[src/rtl/jfss_pkg.sv]
// ----------------------------------------------------------------------------
// jfss_pkg
// Beat types, marker codes and scan phase codes for the JPEG frame size scanner.
// ----------------------------------------------------------------------------
`default_nettype none

package jfss_pkg;

  localparam int LEN_BITS = 24;

  typedef struct packed {
    logic [7:0] stream_byte;
    logic       first_byte;
  } in_beat_t;

  typedef struct packed {
    logic        frame_found;
    logic [15:0] frame_width;
    logic [15:0] frame_height;
  } out_beat_t;

  localparam logic [7:0] MK_PREFIX = 8'hFF;
  localparam logic [7:0] MK_SOI    = 8'hD8;
  localparam logic [7:0] MK_EOI    = 8'hD9;
  localparam logic [7:0] MK_SOS    = 8'hDA;
  localparam logic [7:0] MK_TEM    = 8'h01;
  localparam logic [7:0] MK_RST0   = 8'hD0;
  localparam logic [7:0] MK_RST7   = 8'hD7;
  localparam logic [7:0] MK_SOF0   = 8'hC0;
  localparam logic [7:0] MK_SOF3   = 8'hC3;
  localparam logic [7:0] MK_SOF5   = 8'hC5;
  localparam logic [7:0] MK_SOF7   = 8'hC7;
  localparam logic [7:0] MK_SOF9   = 8'hC9;
  localparam logic [7:0] MK_SOF11  = 8'hCB;
  localparam logic [7:0] MK_SOF13  = 8'hCD;
  localparam logic [7:0] MK_SOF15  = 8'hCF;

  localparam logic [15:0] SEG_LEN_MIN = 16'd2;
  localparam logic [15:0] SOF_LEN_MIN = 16'd7;

  localparam logic [3:0] PH_IDLE   = 4'd0;
  localparam logic [3:0] PH_SOI1   = 4'd1;
  localparam logic [3:0] PH_SOI2   = 4'd2;
  localparam logic [3:0] PH_SEARCH = 4'd3;
  localparam logic [3:0] PH_FFRUN  = 4'd4;
  localparam logic [3:0] PH_LENHI  = 4'd5;
  localparam logic [3:0] PH_LENLO  = 4'd6;
  localparam logic [3:0] PH_SKIP   = 4'd7;
  localparam logic [3:0] PH_PREC   = 4'd8;
  localparam logic [3:0] PH_HHI    = 4'd9;
  localparam logic [3:0] PH_HLO    = 4'd10;
  localparam logic [3:0] PH_WHI    = 4'd11;
  localparam logic [3:0] PH_WLO    = 4'd12;
  localparam logic [3:0] PH_DONE   = 4'd13;

  function automatic logic is_standalone(input logic [7:0] m);
    return (m == MK_SOI) || (m == MK_TEM) || (m >= MK_RST0 && m <= MK_RST7);
  endfunction

  function automatic logic is_sof(input logic [7:0] m);
    return (m >= MK_SOF0 && m <= MK_SOF3) || (m >= MK_SOF5 && m <= MK_SOF7) ||
           (m >= MK_SOF9 && m <= MK_SOF11) || (m >= MK_SOF13 && m <= MK_SOF15);
  endfunction

endpackage

`default_nettype wire

[src/rtl/jfss_parse.sv]
// ----------------------------------------------------------------------------
// jfss_parse
// Marker parser: scan state registers and the per-byte next-state logic.
// ----------------------------------------------------------------------------
`default_nettype none

module jfss_parse #(
  parameter int POSITION_BITS = 24
) (
  input  wire logic                          clk,
  input  wire logic                          rst_n,
  input  wire logic                          step,
  input  wire jfss_pkg::in_beat_t            item,
  input  wire logic [jfss_pkg::LEN_BITS-1:0] stream_length,
  output logic                               res_vld,
  output jfss_pkg::out_beat_t                res
);
  import jfss_pkg::*;

  localparam int SW = (POSITION_BITS > LEN_BITS) ? POSITION_BITS : LEN_BITS;
  localparam int CW = SW + 2;
  localparam logic [POSITION_BITS-1:0] POS_MAX = {POSITION_BITS{1'b1}};

  logic [3:0]               phase_r, phase_nxt;
  logic [POSITION_BITS-1:0] pos_r, pos_nxt;
  logic [SW-1:0]            seg_end_r, seg_end_nxt;
  logic [7:0]               len_hi_r, len_hi_nxt;
  logic                     frm_r, frm_nxt;
  logic [15:0]              hgt_r, hgt_nxt;
  logic [15:0]              wid_r, wid_nxt;

  logic                     active;
  logic [3:0]               phase_c;
  logic [POSITION_BITS-1:0] p;
  logic [CW-1:0]            p_w, size_w, seg_w, start_w, next_w, seg_end_w;
  logic [15:0]              seg;
  logic [7:0]               b;
  logic                     fail, ok;

  assign b         = item.stream_byte;
  assign active    = item.first_byte || (phase_r != PH_IDLE && phase_r < PH_DONE);
  assign phase_c   = item.first_byte ? PH_SOI1 : phase_r;
  assign p         = item.first_byte ? '0 : pos_r;
  assign p_w       = {{(CW-POSITION_BITS){1'b0}}, p};
  assign size_w    = {{(CW-LEN_BITS){1'b0}}, stream_length};
  assign seg       = {len_hi_r, b};
  assign seg_w     = {{(CW-16){1'b0}}, seg};
  assign start_w   = p_w - {{(CW-1){1'b0}}, 1'b1};
  assign next_w    = start_w + seg_w;
  assign seg_end_w = {2'b00, seg_end_r};

  always_comb begin
    phase_nxt   = phase_c;
    seg_end_nxt = item.first_byte ? '0 : seg_end_r;
    len_hi_nxt  = item.first_byte ? '0 : len_hi_r;
    frm_nxt     = item.first_byte ? 1'b0 : frm_r;
    hgt_nxt     = item.first_byte ? '0 : hgt_r;
    wid_nxt     = item.first_byte ? '0 : wid_r;
    fail        = 1'b0;
    ok          = 1'b0;
    unique case (phase_c)
      PH_SOI1: begin
        if (stream_length < LEN_BITS'(4) || b != MK_PREFIX) fail = 1'b1;
        else phase_nxt = PH_SOI2;
      end
      PH_SOI2: begin
        if (b != MK_SOI) fail = 1'b1;
        else phase_nxt = PH_SEARCH;
      end
      PH_SEARCH: begin
        if (b == MK_PREFIX) phase_nxt = PH_FFRUN;
      end
      PH_FFRUN: begin
        priority if (b == MK_PREFIX) begin
          phase_nxt = PH_FFRUN;
        end else if (is_standalone(b)) begin
          if (p_w + CW'(2) >= size_w) fail = 1'b1;
          else phase_nxt = PH_SEARCH;
        end else if (b == MK_EOI || b == MK_SOS || p_w + CW'(2) >= size_w) begin
          fail = 1'b1;
        end else begin
          frm_nxt   = is_sof(b);
          phase_nxt = PH_LENHI;
        end
      end
      PH_LENHI: begin
        len_hi_nxt = b;
        phase_nxt  = PH_LENLO;
      end
      PH_LENLO: begin
        priority if (seg < SEG_LEN_MIN || next_w > size_w) begin
          fail = 1'b1;
        end else if (frm_r) begin
          if (seg < SOF_LEN_MIN) fail = 1'b1;
          else phase_nxt = PH_PREC;
        end else if (next_w + CW'(1) >= size_w) begin
          fail = 1'b1;
        end else if (seg == SEG_LEN_MIN) begin
          phase_nxt = PH_SEARCH;
        end else begin
          seg_end_nxt = next_w[SW-1:0];
          phase_nxt   = PH_SKIP;
        end
      end
      PH_SKIP: begin
        if (p_w + CW'(1) >= seg_end_w) phase_nxt = PH_SEARCH;
      end
      PH_PREC: phase_nxt = PH_HHI;
      PH_HHI: begin
        hgt_nxt   = {b, 8'h00};
        phase_nxt = PH_HLO;
      end
      PH_HLO: begin
        hgt_nxt   = {hgt_r[15:8], b};
        phase_nxt = PH_WHI;
      end
      PH_WHI: begin
        wid_nxt   = {b, 8'h00};
        phase_nxt = PH_WLO;
      end
      PH_WLO: begin
        wid_nxt = {wid_r[15:8], b};
        ok      = 1'b1;
      end
      default: phase_nxt = PH_IDLE;
    endcase
    if (!fail && !ok && p_w + CW'(1) >= size_w) fail = 1'b1;
    if (ok || fail) phase_nxt = PH_DONE;
    pos_nxt = (p == POS_MAX) ? p : p + 1'b1;
  end

  assign res_vld = step && active && (ok || fail);

  always_comb begin
    res.frame_found  = 1'b0;
    res.frame_width  = '0;
    res.frame_height = '0;
    if (ok) begin
      res.frame_found  = (wid_nxt != 16'd0) && (hgt_nxt != 16'd0);
      res.frame_width  = wid_nxt;
      res.frame_height = hgt_nxt;
    end
  end

  always_ff @(posedge clk) begin
    if (!rst_n) begin
      phase_r   <= PH_IDLE;
      pos_r     <= '0;
      seg_end_r <= '0;
      len_hi_r  <= '0;
      frm_r     <= 1'b0;
      hgt_r     <= '0;
      wid_r     <= '0;
    end else if (step && active) begin
      phase_r   <= phase_nxt;
      pos_r     <= pos_nxt;
      seg_end_r <= seg_end_nxt;
      len_hi_r  <= len_hi_nxt;
      frm_r     <= frm_nxt;
      hgt_r     <= hgt_nxt;
      wid_r     <= wid_nxt;
    end
  end

endmodule

`default_nettype wire

[src/rtl/jpeg_frame_size_scanner.sv]
// ----------------------------------------------------------------------------
// jpeg_frame_size_scanner
// Scans a JPEG byte stream for the first frame header and reports its size.
//
//   port group | dir | handshake         | payload
//   in_*       | in  | in_valid/in_stall | jfss_pkg::in_beat_t
//   out_*      | out | out_valid/out_stall| jfss_pkg::out_beat_t
//   cfg_*      | in  | cfg_valid/ready   | stream length, 24 bits
//
// one byte per cycle sustained unless out_stall holds a full result register; a
// byte goes through the input register, then the parser and result register
// the rate is set by the parser's state update, made once per byte
// reset clears the scan phase, position and both beat valids
// out_stall holds the result register; the input register keeps taking bytes
// as long as the result register is free or being drained
// ----------------------------------------------------------------------------
`default_nettype none

module jpeg_frame_size_scanner #(
  parameter int POSITION_BITS = 24
) (
  input  wire logic                          clk,
  input  wire logic                          rst_n,
  input  wire logic                          in_valid,
  output logic                               in_stall,
  input  wire jfss_pkg::in_beat_t            in_data,
  output logic                               out_valid,
  input  wire logic                          out_stall,
  output jfss_pkg::out_beat_t                out_data,
  input  wire logic                          cfg_valid,
  output logic                               cfg_ready,
  input  wire logic [jfss_pkg::LEN_BITS-1:0] cfg_data
);
  import jfss_pkg::*;

  logic                in_vld_r;
  in_beat_t            in_beat_r;
  logic                out_vld_r;
  out_beat_t           out_beat_r;
  logic [LEN_BITS-1:0] stream_len_r;
  logic                adv, in_acc, step, res_vld;
  out_beat_t           res;

  assign adv       = !out_vld_r || !out_stall;
  assign in_stall  = in_vld_r && !adv;
  assign in_acc    = in_valid && !in_stall;
  assign step      = in_vld_r && adv;
  assign cfg_ready = 1'b1;
  assign out_valid = out_vld_r;
  assign out_data  = out_beat_r;

  jfss_parse #(
    .POSITION_BITS(POSITION_BITS)
  ) u_parse (
    .clk          (clk),
    .rst_n        (rst_n),
    .step         (step),
    .item         (in_beat_r),
    .stream_length(stream_len_r),
    .res_vld      (res_vld),
    .res          (res)
  );

  always_ff @(posedge clk) begin
    if (!rst_n) begin
      in_vld_r     <= 1'b0;
      out_vld_r    <= 1'b0;
      stream_len_r <= '0;
    end else begin
      if (cfg_valid && cfg_ready) stream_len_r <= cfg_data;
      if (in_acc) in_vld_r <= 1'b1;
      else if (adv) in_vld_r <= 1'b0;
      if (res_vld) out_vld_r <= 1'b1;
      else if (!out_stall) out_vld_r <= 1'b0;
    end
  end

  always_ff @(posedge clk) begin
    if (in_acc) in_beat_r <= in_data;
    if (res_vld) out_beat_r <= res;
  end

endmodule

`default_nettype wire

[config.mk]
export PLATFORM = sky130hd
export DESIGN_NAME = jpeg_frame_size_scanner
export DESIGN_NICKNAME = d
export VERILOG_FILES = /design/src/rtl/jfss_pkg.sv /design/src/rtl/jfss_parse.sv /design/src/rtl/jpeg_frame_size_scanner.sv
export SDC_FILE = /design/constraint.sdc
export NUM_CORES = 1
export LEC_CHECK = 0
export BUFFER_PORTS_ARGS = -buffer_cell sky130_fd_sc_hd__buf_2
export CORE_UTILIZATION = 50
export DETAILED_ROUTE_END_ITERATION = 6
export PLACE_DENSITY = 0.76
export SLEW_MARGIN = 10
export SYNTH_ARGS = -nofsm -noshare
export SYNTH_HDL_FRONTEND = slang
export SYNTH_SLANG_ARGS = --single-unit
[constraint.sdc]
create_clock -name clk -period 9.75 [get_ports clk]
set_input_delay 1.95 -clock clk [delete_from_list [all_inputs] [get_ports clk]]
set_output_delay 1.95 -clock clk [all_outputs]
set_load 0.01 [all_outputs]
==> results of run 1 <==
cells by family (layout without fill, tap and decap cells):
family,Yosys count,after routing,synth area share
AOI/OAI and AO/OA,350,350,0.1964
xor gates and xnor gates,86,86,0.06169
other,1,1,0.0003071
and+or+nand+nor,570,570,0.2326
adders and majority gates,143,143,0.1472
DFF,153,153,0.2853
buffers and inverters,172,206,0.05401
muxes,27,27,0.02255
power by group:
group          leakage (nW)  switching, mW  internal, mW  total [mW]
Combinational          3.72          0.490         0.289       0.779
Clock                 0.299          0.351         0.352       0.703
Sequential             1.29         0.0422         0.675       0.717
Total                  5.30          0.883          1.32        2.20
synthesized netlist by cell type, types with 5 or more instances:
library cell    n  area (um2)
a2111oi_0       5       43.79
a211oi_1       10       75.07
a21o_1         28       210.2
a21oi_1        72       360.4
a22oi_1        42       315.3
a311oi_1        5       43.79
a31oi_1        10       62.56
and2_1         24       150.1
and3_1         14       87.58
buf_1           7       26.28
clkbuf_1       71       266.5
dfxtp_1       111        2222
edfxtp_1       42        1261
ha_1          142        1777
inv_1          88       330.3
mux2i_1        26       260.3
nand2_1        95       356.6
nand2b_1       14       87.58
nand3_1        34       170.2
nand4_1        45       281.5
nor2_1        203       762.0
nor2b_1        21       131.4
nor3_1         34       170.2
nor4_1         30       187.7
nor4b_1        10       87.58
o211ai_1       12       90.09
o21a_1         13       97.59
o21ai_0        57       285.3
o22ai_1        15       93.84
o2bb2ai_1      24       210.2
o31a_1          8       70.07
o31ai_1         7       52.55
or2_2           9       56.30
or3_1          11       68.82
or4_1           5       37.54
xnor2_1        58       508.0
xor2_1         28       245.2
worst max path at each step:
stage,start,end,slack [ns],cells past startpoint
2_1_floorplan,in_beat_r[0],out_data[0],0.98,37
4_1_cts,in_beat_r[0],out_data[17],1.35,31
5_1_grt,in_beat_r[0],out_data[17],0.66,32
3_5_place_dp,in_beat_r[0],out_data[12],1.37,32
3_3_place_gp,in_beat_r[0],out_data[17],1.72,33
6_report,in_beat_r[0],u_parse.seg_end_r[12],1.24,31
worst max-delay path, delay by kind of cell (launching register included):
kind | cells | cell delay [ns]
AO/OA/AOI/OAI | 10 | 3.84
AND/OR/NAND/NOR | 14 | 2.01
adder cells (fa/ha/maj) | 3 | 0.99
flip-flops | 1 | 0.79
XOR/XNOR | 2 | 0.33
multiplexers | 1 | 0.32
buffers and inverters | 1 | 0.12
metal layers:
layer / vias up / global-route usage / wire length [um]
met5: - / 0 / 0
met1: 5464 / 0.4376 / 16900
met4: 0 / 0.1213 / 1331
li1: 5522 / - / -
met2: 591 / 0.4962 / 16960
met3: 85 / 0.04491 / 3229
stage by stage:
| stage | power (mW) | instance area (um2) | hold WS (ns) | util |
|---|---|---|---|---|
| detailed placement | 1.482 | 12750 | 0.4462 | 0.5382 |
| floorplan | 1.262 | 12210 | 0.4323 | - |
| CTS | 2.178 | 13360 | 0.4727 | 0.5641 |
| finish | 2.199 | 13360 | 0.4718 | 0.5641 |
| global placement | 1.466 | 12750 | 0.4450 | 0.5382 |
| global route | 2.306 | 13360 | 0.4805 | 0.5641 |
state kept, by name (all words and copies together) (netlist names), 4 cells and up:
signal and flops:
u_parse.hgt_r 16, stream_len_r 24, in_beat_r 9, u_parse.seg_end_r 24, u_parse.wid_r 8, u_parse.len_hi_r 8, out_data 33, u_parse.pos_r 24
u_parse.phase_r 4
final cells by class:
type	instances	area share
flip-flops and latches	153	0.2607
repair buffers	85	0.03428
well taps	319	0.02987
clock inverters	15	0.01414
clock buffers	17	0.03184
inverters	89	0.02500
multi-input cells	1177	0.6041
==> impl_results.md, run 1 <==
* CTS tree: done
* Die X at 158.3 um
* Hold path cells at 1
* Worst EP arrival at 8.87 ns
* Max IR drop VDD at 0.09520 mV
* Cells after Synth at 1502
* Die Y at 158.3 um
* Unique masters post-synth at 78
* Clk slew on worst S/H paths at 0.08 ns
* Avg Synthesized Cell Area at 8.129 um2
* Register area at 3483 um2
* Leak at 5.302 nW
* HP Class: reg -> reg
* Pin count of the biggest net entering global routing at 75
* Hold Crit Endpoint: u_parse.seg_end_r[2]
* Worst Path Required at 10.11 ns
* Detailed Route WL at 38.42 mm
* Vias at 11.66k
* Buffer count from post-CTS setup fixing at 0
* Async S/R FF share, synth at 0
* Setup Slack @ Placement at 1.370 ns
* Setup CP Type: reg -> reg
* R2R setup slack at 1.24 ns
* Post-Syn Area at 12210 um2
* Setup Viol. Count Final at 0
* Max incr delay on CP at 0.92 ns
* Fill cells at 2230
* Post-route ant nets at 0
* Final Max Tran Viols at 0
* CP max FO at 23
* IO Count at 74
* Via density at 6.287
* Root buffer cell: clkbuf_16
* Hold-fix buffers at CTS at 0
* CTS Sinks at 153
* Starting Density at 0.5155
* Dpl cells at 1823
* Core Box Area at 23680 um2
* Post-synthesis net count at 1683
* Critical Path End Type: flip-flop
* Worst slew pin tran at 1.163 ns
* FF+latch count, synth at 153
* Reg-to-Reg Start: in_beat_r[0]
* Setup total negative slack at 0 ns
* Port Buffer Count at 72
* Slowest CP cell: a311oi_4
* Post_cts resized at 0
* Relative slew margins at 0.2187
* Most frequent CP cell: nor2_1
* H-tree levels at 4
* FMAX at 117.6 MHz
* Non-filler instance count after layout at 1855
* Die ar. at 25050 um2
* Run status: finished clean
* Most frequent cells in the layout: 201 x nor2_1, 142 x ha_1, 111 x dfxtp_1
* Multi-input logic area at 8071 um2
* Post-layout nets at 1704
* First-pass iteration count of the detailed router at 6
* Register-to-Register Path Depth at 31
* Min-delay src: u_parse.seg_end_r[2]
* Register area share after synthesis at 0.2853
* Number of global-route vias before repair at 10.88k
* EDFF count, synth at 42
* Worst setup margin at 1.244 ns
* First-pass GRT wire length at 60.53 mm
* RSZ-0062 raised after global routing: no
* Skew final at 0.01315 ns
* Max Cap Viol at 0
* Fin crit share at 0.8724
* RR Endpoint: u_parse.seg_end_r[12]
* ANT cells at 0
* Share of layout cells above drive strength 1 at 0.09505
* DP HPWL at 29.07 mm
* Final hold violations at 0
* Clk_lat worst skew at 0.44 ns
* Final GP Congestion at 1.008
* CTS buffer count at 17
* GRT Overall Usage at 0.3165
* Crit path launch type: flip-flop
* Synth Flop Type: dfxtp_1
* Area growth, synth to finish at 9.428%
* Clock buffer depth at 2
* WL/cell at 20.71 um
* Global route overflow at 0
* Number of antenna violations at the first check in global routing at 0
* YS warnings at 0
* Drt drc at 0
* Min Tclk post-route at 8.506 ns
* Commonest non-fill, non-tap cell in the layout: nor2_1
* Std cell rows at 56
* Initial drt markers at 1330
* Pwr/cell area at 164.6 nW/um2
(Power assumes the default switching activity.)
==> run 2: changes to the inputs <==
- CORE_ASPECT_RATIO: default -> 1.5
==> run 2 against run 1 <==
Sequential share of layout area is essentially flat. Power shrank 1.1%. Clock skew fell by 0.0032 ns. Register-to-register slack worse by 0.06 ns. Via count grew 1.8%. Sequential power about the same. Flip-flop and latch count is the same. Critical path type unchanged. Largest cell class unchanged. Highest routed layer unchanged.
==> impl_results.md, run 2 (synthesis gave the netlist of run 1 again) <==
* Hold-fix buffers at CTS at 0
* Fill cells at 2205
* Run status: finished clean
* Critical Path End Type: flip-flop
* First-pass iteration count of the detailed router at 5
* Clock Power Share at 0.305
* ANT cells at 0
* DP HPWL at 32.22 mm
* Core Box Area at 23830 um2
* Crit path launch type: flip-flop
* Global route overflow at 0
* Total power at 2.174 mW
* Worst EP arrival at 8.95 ns
* Worst slew pin tran at 1.222 ns
* WL/cell at 22.32 um
* Drt drc at 0
* H-tree levels at 4
* Slowest CP cell: a311oi_4
* Worst hold margin at 0.4692 ns
* Flop pwr share at 0.330
* CTS buffer count at 17
* Via density at 6.397
* HP Class: reg -> reg
* Pwr/cell area at 162.8 nW/um2
* Most frequent cells in the layout: 201 x nor2_1, 142 x ha_1, 111 x dfxtp_1
* Relative slew margins at 0.1838
* Clk_lat worst skew at 0.46 ns
* Leak at 5.283 nW
* Setup total negative slack at 0 ns
* Setup Viol. Count Final at 0
* Initial drt markers at 947
* Detailed Route WL at 41.42 mm
* Final Max Tran Viols at 0
* Die X at 129.6 um
* Min Tclk post-route at 8.564 ns
* Commonest non-fill, non-tap cell in the layout: nor2_1
* Setup CP Type: reg -> reg
* Final GP Congestion at 1.043
* Setup Slack @ Placement at 1.361 ns
* Starting Density at 0.5124
* Max incr delay on CP at 0.97 ns
* Fin crit share at 0.8784
* Max IR drop VDD at 0.1308 mV
* Post-route ant nets at 0
* FMAX at 116.8 MHz
* Port Buffer Count at 72
* RSZ-0062 raised after global routing: no
* Post-layout nets at 1705
* Clock buffer depth at 2
* First-pass GRT wire length at 63.59 mm
* IO Count at 74
* Psw at 0.8656 mW
* CTS Sinks at 153
* Post_cts resized at 0
* Share of layout cells above drive strength 1 at 0.09629
* Worst Path Required at 10.13 ns
* Skew final at 0.009951 ns
* Comb pwr share at 0.365
* Std cell rows at 69
* Clk slew on worst S/H paths at 0.07 ns
* Area growth, synth to finish at 9.346%
* Switching Fraction at 0.3982
* Pin count of the biggest net entering global routing at 75
* CTS tree: done
* Root buffer cell: clkbuf_16
* P_int at 1.308 mW
* Die ar. at 25060 um2
* Final hold violations at 0
* Number of global-route vias before repair at 11.50k
* Vias at 11.87k
* CP max FO at 31
* Worst setup margin at 1.186 ns
* Max Cap Viol at 0
* Die Y at 193.4 um
* Max reg flops at 33
* Buffer count from post-CTS setup fixing at 0
* Most frequent CP cell: nor2_1
* Number of antenna violations at the first check in global routing at 0
* GRT Overall Usage at 0.3386
-- run 2: cell types whose count changed in the layout (fill, tap and decap cells not counted), sizes merged --
cell      delta
buf          +1
clkinvlp     +4
inv          -4
-- run 2: area by class of cell --
type                       count  area [um2]  share of cell area
clock buffer                  17       425.4             0.03187
inverter                      89       334.1             0.02502
clock inverter                15       166.4             0.01246
multi-input combinational   1177        8077              0.6050
timing repair buffer          86       465.4             0.03486
tap                          319       399.1             0.02990
sequential                   153        3483              0.2609
-- run 2: critical path, delay by kind of cell, from the launching register on --
kind	cells	cell delay, ns
flip-flops	1	0.38
buffers and inverters	2	0.42
AND/OR/NAND/NOR	14	2.00
adder cells (fa/ha/maj)	3	1.02
multiplexers	1	0.33
AO/OA/AOI/OAI	10	3.99
XOR/XNOR	2	0.32
-- run 2: stage by stage --
| step | cells | utilization | instance area, um2 |
|---|---|---|---|
| after floorplan | 1502 | - | 12210 |
| after global placement | 1824 | 0.5354 | 12760 |
| after detailed placement | 1824 | 0.5354 | 12760 |
| after CTS | 1856 | 0.5603 | 13350 |
| after global routing | 1856 | 0.5603 | 13350 |
| final | 1856 | 0.5603 | 13350 |
-- run 2: metal layers --
layer | up-vias | track usage | part of all wire
met2 | 560 | 0.5793 | 0.49
met3 | 203 | 0.05503 | 0.057
li1 | 5515 | - | -
met4 | 0 | 0.2834 | 0.087
met5 | - | 0 | 0
met1 | 5594 | 0.3567 | 0.37
-- run 2: power by group through the flow --
stage / Sequential [mW] / Clock [mW] / Combinational [mW]
2_1_floorplan: 0.705 / 0 / 0.557
3_3_place_gp: 0.728 / 0 / 0.760
3_5_place_dp: 0.728 / 0 / 0.770
4_1_cts: 0.714 / 0.668 / 0.777
5_1_grt: 0.719 / 0.686 / 0.869
6_report: 0.717 / 0.664 / 0.793
-- run 2: worst paths after layout --
check,startpoint,to,slack [ns],depth (start not counted)
worst max register to register,in_beat_r[0],u_parse.seg_end_r[16],1.19,32
worst min register to register,u_parse.seg_end_r[6],u_parse.seg_end_r[6],0.47,1
worst max-delay path,in_beat_r[0],u_parse.seg_end_r[16],1.19,32
worst min-delay path,u_parse.seg_end_r[6],u_parse.seg_end_r[6],0.47,1
==> run 3: changes to the inputs <==
- CELL_PAD_IN_SITES_DETAIL_PLACEMENT: default -> 0
- CELL_PAD_IN_SITES_GLOBAL_PLACEMENT: default -> 2
- CORE_UTILIZATION: 50 -> 38
- PLACE_DENSITY: 0.76 -> 0.9
==> run 3 against run 2 <==
Maximum frequency increased by 0.49%. Setup slack improved by 0.042 ns. Clock power increased by 0.8%. Non-clock buffer count increased by 3. Clock skew increased by 0.0016 ns. Die area increased by 31%. Critical path type unchanged. Critical endpoint is now out_data[7]. Largest power group unchanged.
==> impl_results.md, run 3 (synthesis gave the netlist of run 1 again) <==
* Run status: finished clean
* Comb pwr share at 0.365
* ANT cells at 0
* CTS tree: done
* Clock buffer depth at 2
* Leak at 5.303 nW
* Clk slew on worst S/H paths at 0.07 ns
* CTS buffer count at 17
* Die Y at 221.5 um
* Slowest CP cell: a221oi_1
* Multi-input logic area at 8071 um2
* Fin area at 13470 um2
* Worst slew pin tran at 1.185 ns
* RSZ-0062 raised after global routing: no
* Post_cts resized at 0
* Flop pwr share at 0.328
* Global route overflow at 0
* Clk_lat worst skew at 0.47 ns
* Register-to-Register Path Depth at 30
* Final GP Congestion at 0.9376
* Area growth, synth to finish at 10.29%
* Die X at 148.4 um
* Drt drc at 0
* Root buffer cell: clkbuf_16
* Most frequent CP cell: nor2_1
* Fin crit share at 0.8741
* Hold Crit Endpoint: u_parse.seg_end_r[8]
* Number of antenna violations at the first check in global routing at 0
* Setup Viol. Count Final at 0
* Min-delay src: u_parse.seg_end_r[8]
* Max IR drop VDD at 0.1379 mV
* Most frequent cells in the layout: 201 x nor2_1, 142 x ha_1, 111 x dfxtp_1
* Min Tclk post-route at 8.523 ns
* First-pass iteration count of the detailed router at 5
* H-tree levels at 4
* CTS Sinks at 153
* RR Endpoint: out_data[7]
* Crit path launch type: flip-flop
* IO Count at 74
* R2R setup slack at 1.23 ns
* HP Class: reg -> reg
* Post-route ant nets at 0
* Reg-to-Reg Start: in_beat_r[0]
* Commonest non-fill, non-tap cell in the layout: nor2_1
* Hold path cells at 1
* Util after Layout at 0.4244
* Switching Fraction at 0.3930
* P_int at 1.325 mW
* Critical Path End Type: flip-flop
* Fill cells at 3260
* Hold-fix buffers at CTS at 0
* Starting Density at 0.3848
* Setup CP Type: reg -> reg
* First-pass GRT wire length at 65.60 mm
* Register area at 3483 um2
* FMAX at 117.3 MHz
* Final hold violations at 0
* Worst Path Required at 9.88 ns
* Max Cap Viol at 0
* Initial drt markers at 663
* Setup total negative slack at 0 ns
* Worst hold margin at 0.4672 ns
* Pwr/cell area at 162.1 nW/um2
* Detailed Route WL at 43.28 mm
* Std cell rows at 80
* GRT Overall Usage at 0.2681
* Buffer count from post-CTS setup fixing at 0
* Post-layout nets at 1708
* Cell area after placement at 12880 um2
* Max reg flops at 33
* WL/cell at 22.20 um
* Number of global-route vias before repair at 11.12k
* Share of layout cells above drive strength 1 at 0.09610
* Vias at 11.47k
* Pin count of the biggest net entering global routing at 75
* Skew final at 0.01155 ns
* Core Box Area at 31730 um2
* Clock Power Share at 0.307
* Psw at 0.8578 mW
* Final Max Tran Viols at 0
* Die ar. at 32870 um2
* Port Buffer Count at 72
* CP max FO at 33
* Worst EP arrival at 8.65 ns
* Relative slew margins at 0.2039
* DP HPWL at 34.42 mm
* Max incr delay on CP at 0.67 ns
* Via density at 5.880
-- run 3: metrics by stage --
| step | power (mW) | cells | worst slack [ns] |
|---|---|---|---|
| after floorplan | 1.262 | 1502 | 0.9810 |
| after global placement | 1.509 | 1917 | 1.200 |
| after detailed placement | 1.514 | 1917 | 1.136 |
| after CTS | 2.183 | 1949 | 1.145 |
| after global routing | 2.302 | 1950 | 0.5404 |
| final | 2.183 | 1950 | 1.227 |
-- run 3: how the worst max path moves through the flow --
stage,startpoint,endpoint,slack [ns]
global placement,u_parse.pos_r[0],u_parse.seg_end_r[3],1.20
CTS,in_beat_r[0],u_parse.seg_end_r[9],1.14
global route,in_beat_r[0],out_data[29],0.54
detailed placement,in_beat_r[0],u_parse.seg_end_r[1],1.14
finish,in_beat_r[0],out_data[7],1.23
floorplan,in_beat_r[0],out_data[0],0.98
-- run 3: layer usage --
layer / GRT usage / share of wire / vias to the layer above / routed length, um
met5: 0 / 0 / - / 0
met4: 0.1510 / 0.049 / 0 / 2138
met3: 0.02984 / 0.033 / 98 / 1418
met2: 0.4928 / 0.53 / 338 / 22800
met1: 0.2941 / 0.39 / 5504 / 16930
li1: - / - / 5526 / -
-- run 3: worst max-delay path: cells and delay by family, from the launching register on --
kind | cells | cell delay, ns
XOR/XNOR | 2 | 0.39
AND/OR/NAND/NOR | 14 | 2.58
adder cells (fa/ha/maj) | 3 | 1.06
multiplexers | 1 | 0.33
flip-flops | 1 | 0.37
AO/OA/AOI/OAI | 9 | 3.08
buffers and inverters | 1 | 0.36
-- run 3: layout make-up --
class                   count  share of cell area
well taps                 410             0.03810
multi-input cells        1177              0.5994
repair buffers             89             0.03680
flip-flops and latches    153              0.2587
clock buffers              18             0.03187
inverters                  89             0.02481
clock inverters            14             0.01031
-- run 3: power by group through the flow --
stage	clock network, mW	logic [mW]	registers [mW]
after global routing	0.706	0.877	0.719
final	0.669	0.797	0.716
after global placement	0	0.780	0.729
after CTS	0.678	0.790	0.715
after floorplan	0	0.557	0.705
after detailed placement	0	0.784	0.729
